--- config.mk ---
export PLATFORM = sky130hd
export DESIGN_NAME = unsorted_list_min_max_remove
export DESIGN_NICKNAME = d
export VERILOG_FILES = /design/src/ulmmr_pkg.sv /design/src/ulmmr_cell.sv /design/src/unsorted_list_min_max_remove.sv
export VERILOG_INCLUDE_DIRS = /design/src /design/src/src
export SDC_FILE = /design/constraint.sdc
export NUM_CORES = 2
export LEC_CHECK = 0
export ABC_AREA = 1
export BUFFER_PORTS_ARGS = -buffer_cell sky130_fd_sc_hd__buf_2
export CAP_MARGIN = 20
export CORE_MARGIN = 2
export CORE_UTILIZATION = 46
export CTS_BUF_LIST = sky130_fd_sc_hd__clkbuf_16
export CTS_CLUSTER_DIAMETER = 150
export CTS_CLUSTER_SIZE = 28
export DETAILED_ROUTE_END_ITERATION = 12
export GPL_ROUTABILITY_DRIVEN = 0
export SYNTH_ARGS = -nofsm -noshare
export SYNTH_HDL_FRONTEND = slang
export SYNTH_SLANG_ARGS = --single-unit
--- constraint.sdc ---
create_clock -name clock -period 5.4 [get_ports clock]
set_clock_uncertainty 0.2 [all_clocks]
set_input_delay 0 -clock clock [delete_from_list [all_inputs] [get_ports clock]]
set_output_delay 0 -clock clock [all_outputs]
set_load 0.02 [all_outputs]
--- src/unsorted_list_min_max_remove_macros.svh ---
// Assertion helpers shared by the list block.
`ifndef UNSORTED_LIST_MIN_MAX_REMOVE_MACROS_SVH
`define UNSORTED_LIST_MIN_MAX_REMOVE_MACROS_SVH

// A condition that must hold at every clock edge outside reset.
`define ULMMR_ASSERT_ALWAYS(name, cond, msg) \
   name: assert property (@(posedge clock) disable iff (reset) (cond)) else $error(msg);

// A condition that must hold in the cycle after a trigger.
`define ULMMR_ASSERT_NEXT(name, trig, cond, msg) \
   name: assert property (@(posedge clock) disable iff (reset) (trig) |=> (cond)) \
      else $error(msg);

// A condition that must hold in the same cycle as a trigger.
`define ULMMR_ASSERT_SAME(name, trig, cond, msg) \
   name: assert property (@(posedge clock) disable iff (reset) (trig) |-> (cond)) \
      else $error(msg);

`endif

--- src/ulmmr_pkg.sv ---
package ulmmr_pkg;

   localparam int DATA_W = 32;
   localparam int CNT_W = 5;
   localparam int POS_W = 4;
   localparam int CSR_ADDR_W = 1;
   localparam logic [CSR_ADDR_W-1:0] REG_CAPACITY = 1'b0;
   localparam logic [CNT_W-1:0] CAPACITY_RESET = 5'd16;

   typedef enum logic [1:0] {
      CMD_ADD = 2'd0,
      CMD_MIN = 2'd1,
      CMD_MAX = 2'd2,
      CMD_AT  = 2'd3
   } cmd_type;

   typedef enum logic [1:0] {
      STATUS_OK    = 2'd0,
      STATUS_FULL  = 2'd1,
      STATUS_EMPTY = 2'd2,
      STATUS_RANGE = 2'd3
   } status_type;

   typedef enum logic [2:0] {
      ST_IDLE,
      ST_EXEC,
      ST_SCAN,
      ST_SHIFT,
      ST_RESULT
   } state_type;

   // Broadcast to every cell of the row.
   typedef struct packed {
      cmd_type                  mode;
      logic [CNT_W-1:0]         target;
      logic signed [DATA_W-1:0] new_value;
   } cell_ctrl_type;

   // Running search result handed from one cell to the next.
   typedef struct packed {
      logic                     tok;
      logic                     found;
      logic signed [DATA_W-1:0] best;
      logic [CNT_W-1:0]         idx;
   } scan_type;

endpackage

--- src/ulmmr_cell.sv ---
module ulmmr_cell
   import ulmmr_pkg::*;
(
   input  logic                     clock,
   input  logic                     reset,
   input  cell_ctrl_type            ctrl,
   input  logic [CNT_W-1:0]         my_idx,
   input  logic                     valid,
   input  logic                     add_en,
   input  logic                     shift_en,
   input  logic signed [DATA_W-1:0] next_value,
   input  scan_type                 scan_in,
   output scan_type                 scan_out,
   output logic signed [DATA_W-1:0] entry
);

   logic signed [DATA_W-1:0] entry_ff;
   scan_type                 scan_ff;
   scan_type                 scan_in_next;
   logic                     take;

   always_comb begin
      case (ctrl.mode)
         CMD_MIN: take = valid && (!scan_in.found || (entry_ff < scan_in.best));
         CMD_MAX: take = valid && (!scan_in.found || (entry_ff > scan_in.best));
         CMD_AT:  take = valid && (my_idx == ctrl.target);
         default: take = 1'b0;
      endcase
      scan_in_next = scan_in;
      if (take) begin
         scan_in_next.found = 1'b1;
         scan_in_next.best  = entry_ff;
         scan_in_next.idx   = my_idx;
      end
   end

   // Only the token needs a reset; the rest follows it.
   always_ff @(posedge clock) begin
      if (reset) begin
         scan_ff.tok <= 1'b0;
      end else begin
         scan_ff.tok <= scan_in.tok;
      end
      scan_ff.found <= scan_in_next.found;
      scan_ff.best  <= scan_in_next.best;
      scan_ff.idx   <= scan_in_next.idx;
   end

   always_ff @(posedge clock) begin
      if (add_en) begin
         entry_ff <= ctrl.new_value;
      end else if (shift_en) begin
         entry_ff <= next_value;
      end
   end

   assign scan_out = scan_ff;
   assign entry    = entry_ff;

endmodule

--- src/unsorted_list_min_max_remove.sv ---
// Channel   Direction  Handshake        Contents
// req       in         tvalid/tready    tuser: cmd; tdata: value, position
// rsp       out        tvalid/tready    tuser: status; tdata: value, count, flags
// csr       in         APB, pready = 1  capacity register at address 0
//
// Add and every failed command go from EXEC to RESULT, which loads the registered rsp
// output. Min scans in SCAN, and the removals (Max, At) scan and then compact in SHIFT:
// the search token walks the row of cells one cell a cycle. New items wait for IDLE.
// Synchronous reset empties the list and sets capacity to 16; no clearing pass.
// A result waiting on rsp does not block acceptance of the next item, but that item's
// result then waits in the block and holds off the input until rsp is free.
`include "unsorted_list_min_max_remove_macros.svh"

module unsorted_list_min_max_remove
   import ulmmr_pkg::*;
#(
   parameter int DEPTH = 16
) (
   input  logic                  clock,
   input  logic                  reset,
   input  logic                  req_tvalid,
   output logic                  req_tready,
   // [31:0] value, [35:32] position, [39:36] zero
   input  logic [39:0]           req_tdata,
   // [1:0] cmd
   input  logic [1:0]            req_tuser,
   output logic                  rsp_tvalid,
   input  logic                  rsp_tready,
   // [31:0] result_value, [36:32] count, [37] is_empty, [38] is_full, [39] zero
   output logic [39:0]           rsp_tdata,
   // [1:0] status
   output logic [1:0]            rsp_tuser,
   input  logic                  csr_psel,
   input  logic                  csr_penable,
   input  logic                  csr_pwrite,
   input  logic [CSR_ADDR_W-1:0] csr_paddr,
   input  logic [31:0]           csr_pwdata,
   output logic [31:0]           csr_prdata,
   output logic                  csr_pready
);

   state_type                state_ff, state_in;
   cmd_type                  cmd_ff, cmd_in;
   logic signed [DATA_W-1:0] value_ff, value_in;
   logic [POS_W-1:0]         pos_ff, pos_in;
   logic [CNT_W-1:0]         count_ff, count_in;
   logic [CNT_W-1:0]         capacity_ff, capacity_in;
   logic [CNT_W-1:0]         rm_idx_ff, rm_idx_in;
   logic signed [DATA_W-1:0] res_value_ff, res_value_in;
   status_type               res_status_ff, res_status_in;

   logic                     rsp_valid_ff, rsp_valid_in;
   logic signed [DATA_W-1:0] rsp_value_ff, rsp_value_in;
   status_type               rsp_status_ff, rsp_status_in;
   logic [CNT_W-1:0]         rsp_count_ff, rsp_count_in;
   logic                     rsp_empty_ff, rsp_empty_in;
   logic                     rsp_full_ff, rsp_full_in;

   logic [CNT_W-1:0]         cap_eff;
   logic                     scan_start, add_go, shift_go, rsp_load;
   cell_ctrl_type            ctrl;
   scan_type                 scan_vec [DEPTH+1];
   logic signed [DATA_W-1:0] entry_vec [DEPTH];
   logic [DEPTH-1:0]         tok_vec;
   scan_type                 scan_last;

   always_comb begin
      if (capacity_ff == '0) begin
         cap_eff = CNT_W'(1);
      end else if (int'(capacity_ff) > DEPTH) begin
         cap_eff = CNT_W'(DEPTH);
      end else begin
         cap_eff = capacity_ff;
      end
   end

   assign ctrl.mode      = cmd_ff;
   assign ctrl.target    = {1'b0, pos_ff};
   assign ctrl.new_value = value_ff;

   assign scan_vec[0].tok   = scan_start;
   assign scan_vec[0].found = 1'b0;
   assign scan_vec[0].best  = '0;
   assign scan_vec[0].idx   = '0;
   assign scan_last         = scan_vec[DEPTH];

   for (genvar i = 0; i < DEPTH; i++) begin : g_cell
      logic signed [DATA_W-1:0] next_value;

      if (i < DEPTH - 1) begin : g_next
         assign next_value = entry_vec[i+1];
      end else begin : g_end
         assign next_value = '0;
      end

      ulmmr_cell u_cell (
         .clock      (clock),
         .reset      (reset),
         .ctrl       (ctrl),
         .my_idx     (CNT_W'(i)),
         .valid      (int'(count_ff) > i),
         .add_en     (add_go && (int'(count_ff) == i)),
         .shift_en   (shift_go && (i >= int'(rm_idx_ff))),
         .next_value (next_value),
         .scan_in    (scan_vec[i]),
         .scan_out   (scan_vec[i+1]),
         .entry      (entry_vec[i])
      );

      assign tok_vec[i] = scan_vec[i+1].tok;
   end

   always_comb begin
      state_in      = state_ff;
      cmd_in        = cmd_ff;
      value_in      = value_ff;
      pos_in        = pos_ff;
      count_in      = count_ff;
      rm_idx_in     = rm_idx_ff;
      res_value_in  = res_value_ff;
      res_status_in = res_status_ff;
      scan_start    = 1'b0;
      add_go        = 1'b0;
      shift_go      = 1'b0;
      rsp_load      = 1'b0;
      req_tready    = 1'b0;

      unique case (state_ff)
         ST_IDLE: begin
            req_tready = 1'b1;
            if (req_tvalid) begin
               cmd_in   = cmd_type'(req_tuser);
               value_in = req_tdata[31:0];
               pos_in   = req_tdata[35:32];
               state_in = ST_EXEC;
            end
         end
         ST_EXEC: begin
            res_value_in  = '0;
            res_status_in = STATUS_OK;
            state_in      = ST_RESULT;
            unique case (cmd_ff)
               CMD_ADD: begin
                  if (count_ff >= cap_eff) begin
                     res_status_in = STATUS_FULL;
                  end else begin
                     add_go   = 1'b1;
                     count_in = count_ff + CNT_W'(1);
                  end
               end
               CMD_MIN, CMD_MAX: begin
                  if (count_ff == '0) begin
                     res_status_in = STATUS_EMPTY;
                  end else begin
                     scan_start = 1'b1;
                     state_in   = ST_SCAN;
                  end
               end
               CMD_AT: begin
                  if (count_ff == '0) begin
                     res_status_in = STATUS_EMPTY;
                  end else if ({1'b0, pos_ff} >= count_ff) begin
                     res_status_in = STATUS_RANGE;
                  end else begin
                     scan_start = 1'b1;
                     state_in   = ST_SCAN;
                  end
               end
               default: ;
            endcase
         end
         ST_SCAN: begin
            if (scan_last.tok) begin
               res_value_in = scan_last.best;
               rm_idx_in    = scan_last.idx;
               state_in     = (cmd_ff == CMD_MIN) ? ST_RESULT : ST_SHIFT;
            end
         end
         ST_SHIFT: begin
            shift_go = 1'b1;
            count_in = count_ff - CNT_W'(1);
            state_in = ST_RESULT;
         end
         ST_RESULT: begin
            if (!rsp_valid_ff || rsp_tready) begin
               rsp_load = 1'b1;
               state_in = ST_IDLE;
            end
         end
         default: state_in = ST_IDLE;
      endcase
   end

   always_comb begin
      rsp_valid_in  = rsp_valid_ff && !rsp_tready;
      rsp_value_in  = rsp_value_ff;
      rsp_status_in = rsp_status_ff;
      rsp_count_in  = rsp_count_ff;
      rsp_empty_in  = rsp_empty_ff;
      rsp_full_in   = rsp_full_ff;
      if (rsp_load) begin
         rsp_valid_in  = 1'b1;
         rsp_value_in  = res_value_ff;
         rsp_status_in = res_status_ff;
         rsp_count_in  = count_ff;
         rsp_empty_in  = (count_ff == '0);
         rsp_full_in   = (count_ff >= cap_eff);
      end
   end

   always_comb begin
      capacity_in = capacity_ff;
      if (csr_psel && csr_penable && csr_pwrite && (csr_paddr == REG_CAPACITY)) begin
         capacity_in = csr_pwdata[CNT_W-1:0];
      end
   end

   always_ff @(posedge clock) begin
      if (reset) begin
         state_ff     <= ST_IDLE;
         count_ff     <= '0;
         capacity_ff  <= CAPACITY_RESET;
         rsp_valid_ff <= 1'b0;
      end else begin
         state_ff     <= state_in;
         count_ff     <= count_in;
         capacity_ff  <= capacity_in;
         rsp_valid_ff <= rsp_valid_in;
      end
   end

   always_ff @(posedge clock) begin
      cmd_ff        <= cmd_in;
      value_ff      <= value_in;
      pos_ff        <= pos_in;
      rm_idx_ff     <= rm_idx_in;
      res_value_ff  <= res_value_in;
      res_status_ff <= res_status_in;
      rsp_value_ff  <= rsp_value_in;
      rsp_status_ff <= rsp_status_in;
      rsp_count_ff  <= rsp_count_in;
      rsp_empty_ff  <= rsp_empty_in;
      rsp_full_ff   <= rsp_full_in;
   end

   assign rsp_tvalid = rsp_valid_ff;
   assign rsp_tdata  = {1'b0, rsp_full_ff, rsp_empty_ff, rsp_count_ff, rsp_value_ff};
   assign rsp_tuser  = rsp_status_ff;

   assign csr_pready = 1'b1;
   assign csr_prdata = (csr_paddr == REG_CAPACITY) ? {{(32-CNT_W){1'b0}}, capacity_ff} : '0;

   // At most one search runs, so the token sits in at most one cell.
   `ULMMR_ASSERT_ALWAYS(a_one_token, $onehot0(tok_vec), "search token duplicated")
   // A search is only launched on a non-empty list, so it always ends with a hit.
   `ULMMR_ASSERT_SAME(a_scan_found, scan_last.tok, scan_last.found, "search ended without hit")
   // Compaction removes exactly one entry.
   `ULMMR_ASSERT_NEXT(a_shift_count, state_ff == ST_SHIFT,
                      count_ff == $past(count_ff) - CNT_W'(1), "count not decremented")

endmodule

==> flow_summary.ini <==
[worst_hold_path]
hp-start = csr_psel
min_path_cells = 4
hp-class = input port to register

[run_status]
status = completed

[clock_tree]
cts_tree = done
cts_htree_levels = 2
postCtsSetupBuffers = 0
cts_buffers = 50
clock_latency_ns = 0.70
clk_pin_slew_ns = 0.12
clock_path_buffers = 3
clock-sinks = 1235
root_buffer = clkbuf_16

[pwr]
vdd_drop_max_uv = 215.8
p_leak_nw = 28.24
powerDensity_mw_per_mm2 = 305.2
p_total_mw = 19.52

[synth]
synth_simple_gate_area_frac = 0.2165
yosys-top-cells-area = edfxtp_1 32%, dfxtp_1 20%, nand2_1 13%
synth_xor_area_frac = 0.0004393
synth_cells = 6880
synth_commonest_cells = 2101 x nand2_1, 821 x inv_1, 629 x edfxtp_1
synth_seq_area_share = 0.5187
netlist.area_leader.share = 0.3158
syn_area_per_cell_um2 = 8.693
yosys_most_used_dff = edfxtp_1
synth_cell_type_count = 46
synth_adder_area_share = 0.1046
ys_seq_elements = 1235
muxShareOfSynthArea = 0
synth_compound_area_frac = 0.07661
yosysTopAreaCell = edfxtp_1
synth_top_family_by_area = simple AND/OR/NAND/NOR gates
synthArstFlopShare = 0
synth_edf_count = 629
synth_most_common_cell = nand2_1
synth_area_mm2 = 0.05981
synth_warnings = 0

[setup_path]
cp-startpoint = count_ff[4]$_SDFFE_PP0P_
cp.arrival_ns = 3.92
critical_path.max_stage_delay_ns = 0.80
cp_max_fo = 65
cp_data_required_time_ns = 5.49
critPathMostFrequentCell = nand2_2
cp_num_cells = 13
crit_slowest_cell = dfxtp_1
crit_chain = ha_1, nand2_1, clkinv_1, o21ai_1, o211a_1, nand2_2, inv_2, nand2_2, nor3_2, nand2_2, buf_4, nand2_1, buf_4
end_kind = register
start_kind = register
ff2ff_path_depth = 13
worst_path_dominant_cell_family = buffers and inverters
reg2reg_from = count_ff[4]$_SDFFE_PP0P_
path_buf_inv = 4
critical_path_class = register to register

[placement]
dp_cells = 8499
hpwlAfterDp_um = 112800
portBuffers = 98

[floorplanning]
coreArea_mm2 = 0.1293
fp.dieW_um = 364.6
die-area_mm2 = 0.1329
die-height_um = 364.6
rows = 132
initial_core_util = 0.4625
design.portCount = 159

[timing]
period_share = 0.7105
fin_crit_ns = 3.837
rsz0062_at_grt = no
fmax_mhz = 260.6
hold_violations = 0
worstMarginPinSlew_ns = 1.115
setup_viol = 0
max_slew_margin = 0.2568
final.setup.tns_ns = 0
drv_slew = 0

[layout]
register_area_mm2 = 0.03102
area_growth_pct = 6.960
stdcell_count = 8691
nFillCells = 12200
post-route-util = 0.4947
drive_gt1_frac = 0.04648
n_antenna_cell = 0
final_nets = 7493
multiInputGateArea_mm2 = 0.02405

[global_route]
track_usage = 0.2326
grt_pass1_wl_um = 243800
overflow = 0
grt_pass1_vias = 42580
grt_max_degree = 66
antenna_found_initial = 3

[detailed_routing]
drc_errors = 0
viasPerCell = 5.168
vias = 44910
drt_iter0_drc = 4111
ant_nets = 0
drt-pass1-iter-count = 6
wl_per_cell_um = 17.81
drt-total-wl_um = 154800

[flow_run]
drv_cap = 0
cells in the final DEF, fill, tap and decap left out, types with 4 or more instances in the layout:
cell type and count:
o21a_1 28, nor4_4 6, o21ai_2 4, o21ai_0 543
nor4_2 9, a21boi_0 11, a21o_1 30, a21oi_1 235
inv_1 858, nand3_1 566, buf_4 77, edfxtp_1 629
o21ai_1 4, nor2_2 4, conb_1 29, nand2_4 15
clkbuf_16 51, dfxtp_1 606, nor2_1 326, nor2_4 4
nor3_1 7, nand2_2 26, nand4_1 43, dlygate4sd3_1 102
nand2_1 2093, nor3_4 4, ha_1 499, o211ai_1 4
inv_2 7, buf_2 98
sequential cells by signal, indices dropped and copies added (netlist names), 4 cells and up:
signal / count
rm_idx_ff: 4
rsp_count_ff: 5
res_value_ff: 32
pos_ff: 4
value_ff: 32
g_cell.u_cell.entry: 512
rsp_value_ff: 32
g_cell.u_cell.scan_out: 592
capacity_ff: 5
count_ff: 5
area by class of cell:
class / instances / share of cell area
Clock buffer: 51 / 0.01995
Clock inverter: 39 / 0.002777
Inverter: 831 / 0.04876
Multi-Input combinational cell: 4514 / 0.3760
Sequential cell: 1235 / 0.4849
Tap cell: 1742 / 0.03407
Timing Repair Buffer: 279 / 0.03352
repair_timing:
item | 4_1_cts | 5_1_grt
setup endpoints to repair | 0 | 0
endpoints found under the hold margin | 147 | 0
hold buffers | 102 | 0
resized for setup | 0 | 0
per-stage QoR:
| stage | cell area [um^2] | hold WS (ns) | setup WS (ns) |
|---|---|---|---|
| 2_1_floorplan | 59910 | -0.1309 | 0.9734 |
| 3_3_place_gp | 61440 | -0.02179 | 1.665 |
| 3_5_place_dp | 61500 | -0.02190 | 1.683 |
| 4_1_cts | 63970 | 0.009947 | 1.628 |
| 5_1_grt | 63970 | 0.04070 | 1.302 |
| 6_report | 63970 | 0.05407 | 1.563 |
worst reg2reg max path: stages (launching register included):
cell and delay, ns:
dfxtp_1 0.80, ha_1 0.38, nand2_1 0.08, clkinv_1 0.08, o21ai_1 0.09, o211a_1 0.17, nand2_2 0.06, inv_2 0.07
nand2_2 0.07, nor3_2 0.44, nand2_2 0.08, buf_4 0.31, nand2_1 0.14, buf_4 0.40
worst paths after layout:
check,to,slack (ns)
hold reg to reg,g_cell[9].u_cell.scan_out[38]$_SDFF_PP0_,0.21
setup / recovery,g_cell[6].u_cell.entry[26]$_DFFE_PP_,1.56
setup reg to reg,g_cell[6].u_cell.entry[26]$_DFFE_PP_,1.56
hold / removal,capacity_ff[4]$_SDFFE_PP1P_,0.05
report_power, final:
group / internal [mW] / switching (mW) / total (mW)
clock: 1.75 / 2.93 / 4.68
sequential: 10.7 / 0.549 / 11.3
combinational: 1.23 / 2.34 / 3.57
routing by layer:
metal  GRT usage  vias to the layer above  share of wire
met5           0                        -              0
met1      0.3465                    21250           0.48
li1            -                    22340              -
met3     0.03277                      136          0.064
met2      0.3617                     1182           0.44
met4     0.04319                        0          0.017
logic make-up (layout without fill, tap and decap cells):
| logic type | after synthesis | count (layout) |
|---|---|---|
| other cells | 2 | 29 |
| simple gates | 3113 | 3113 |
| flops | 1235 | 1235 |
| xor+xnor | 3 | 3 |
| fa+ha+maj | 500 | 500 |
| compound gates | 869 | 869 |
| buf+inv | 1158 | 1200 |
Note: power is estimated with default switching activity, not from simulation.
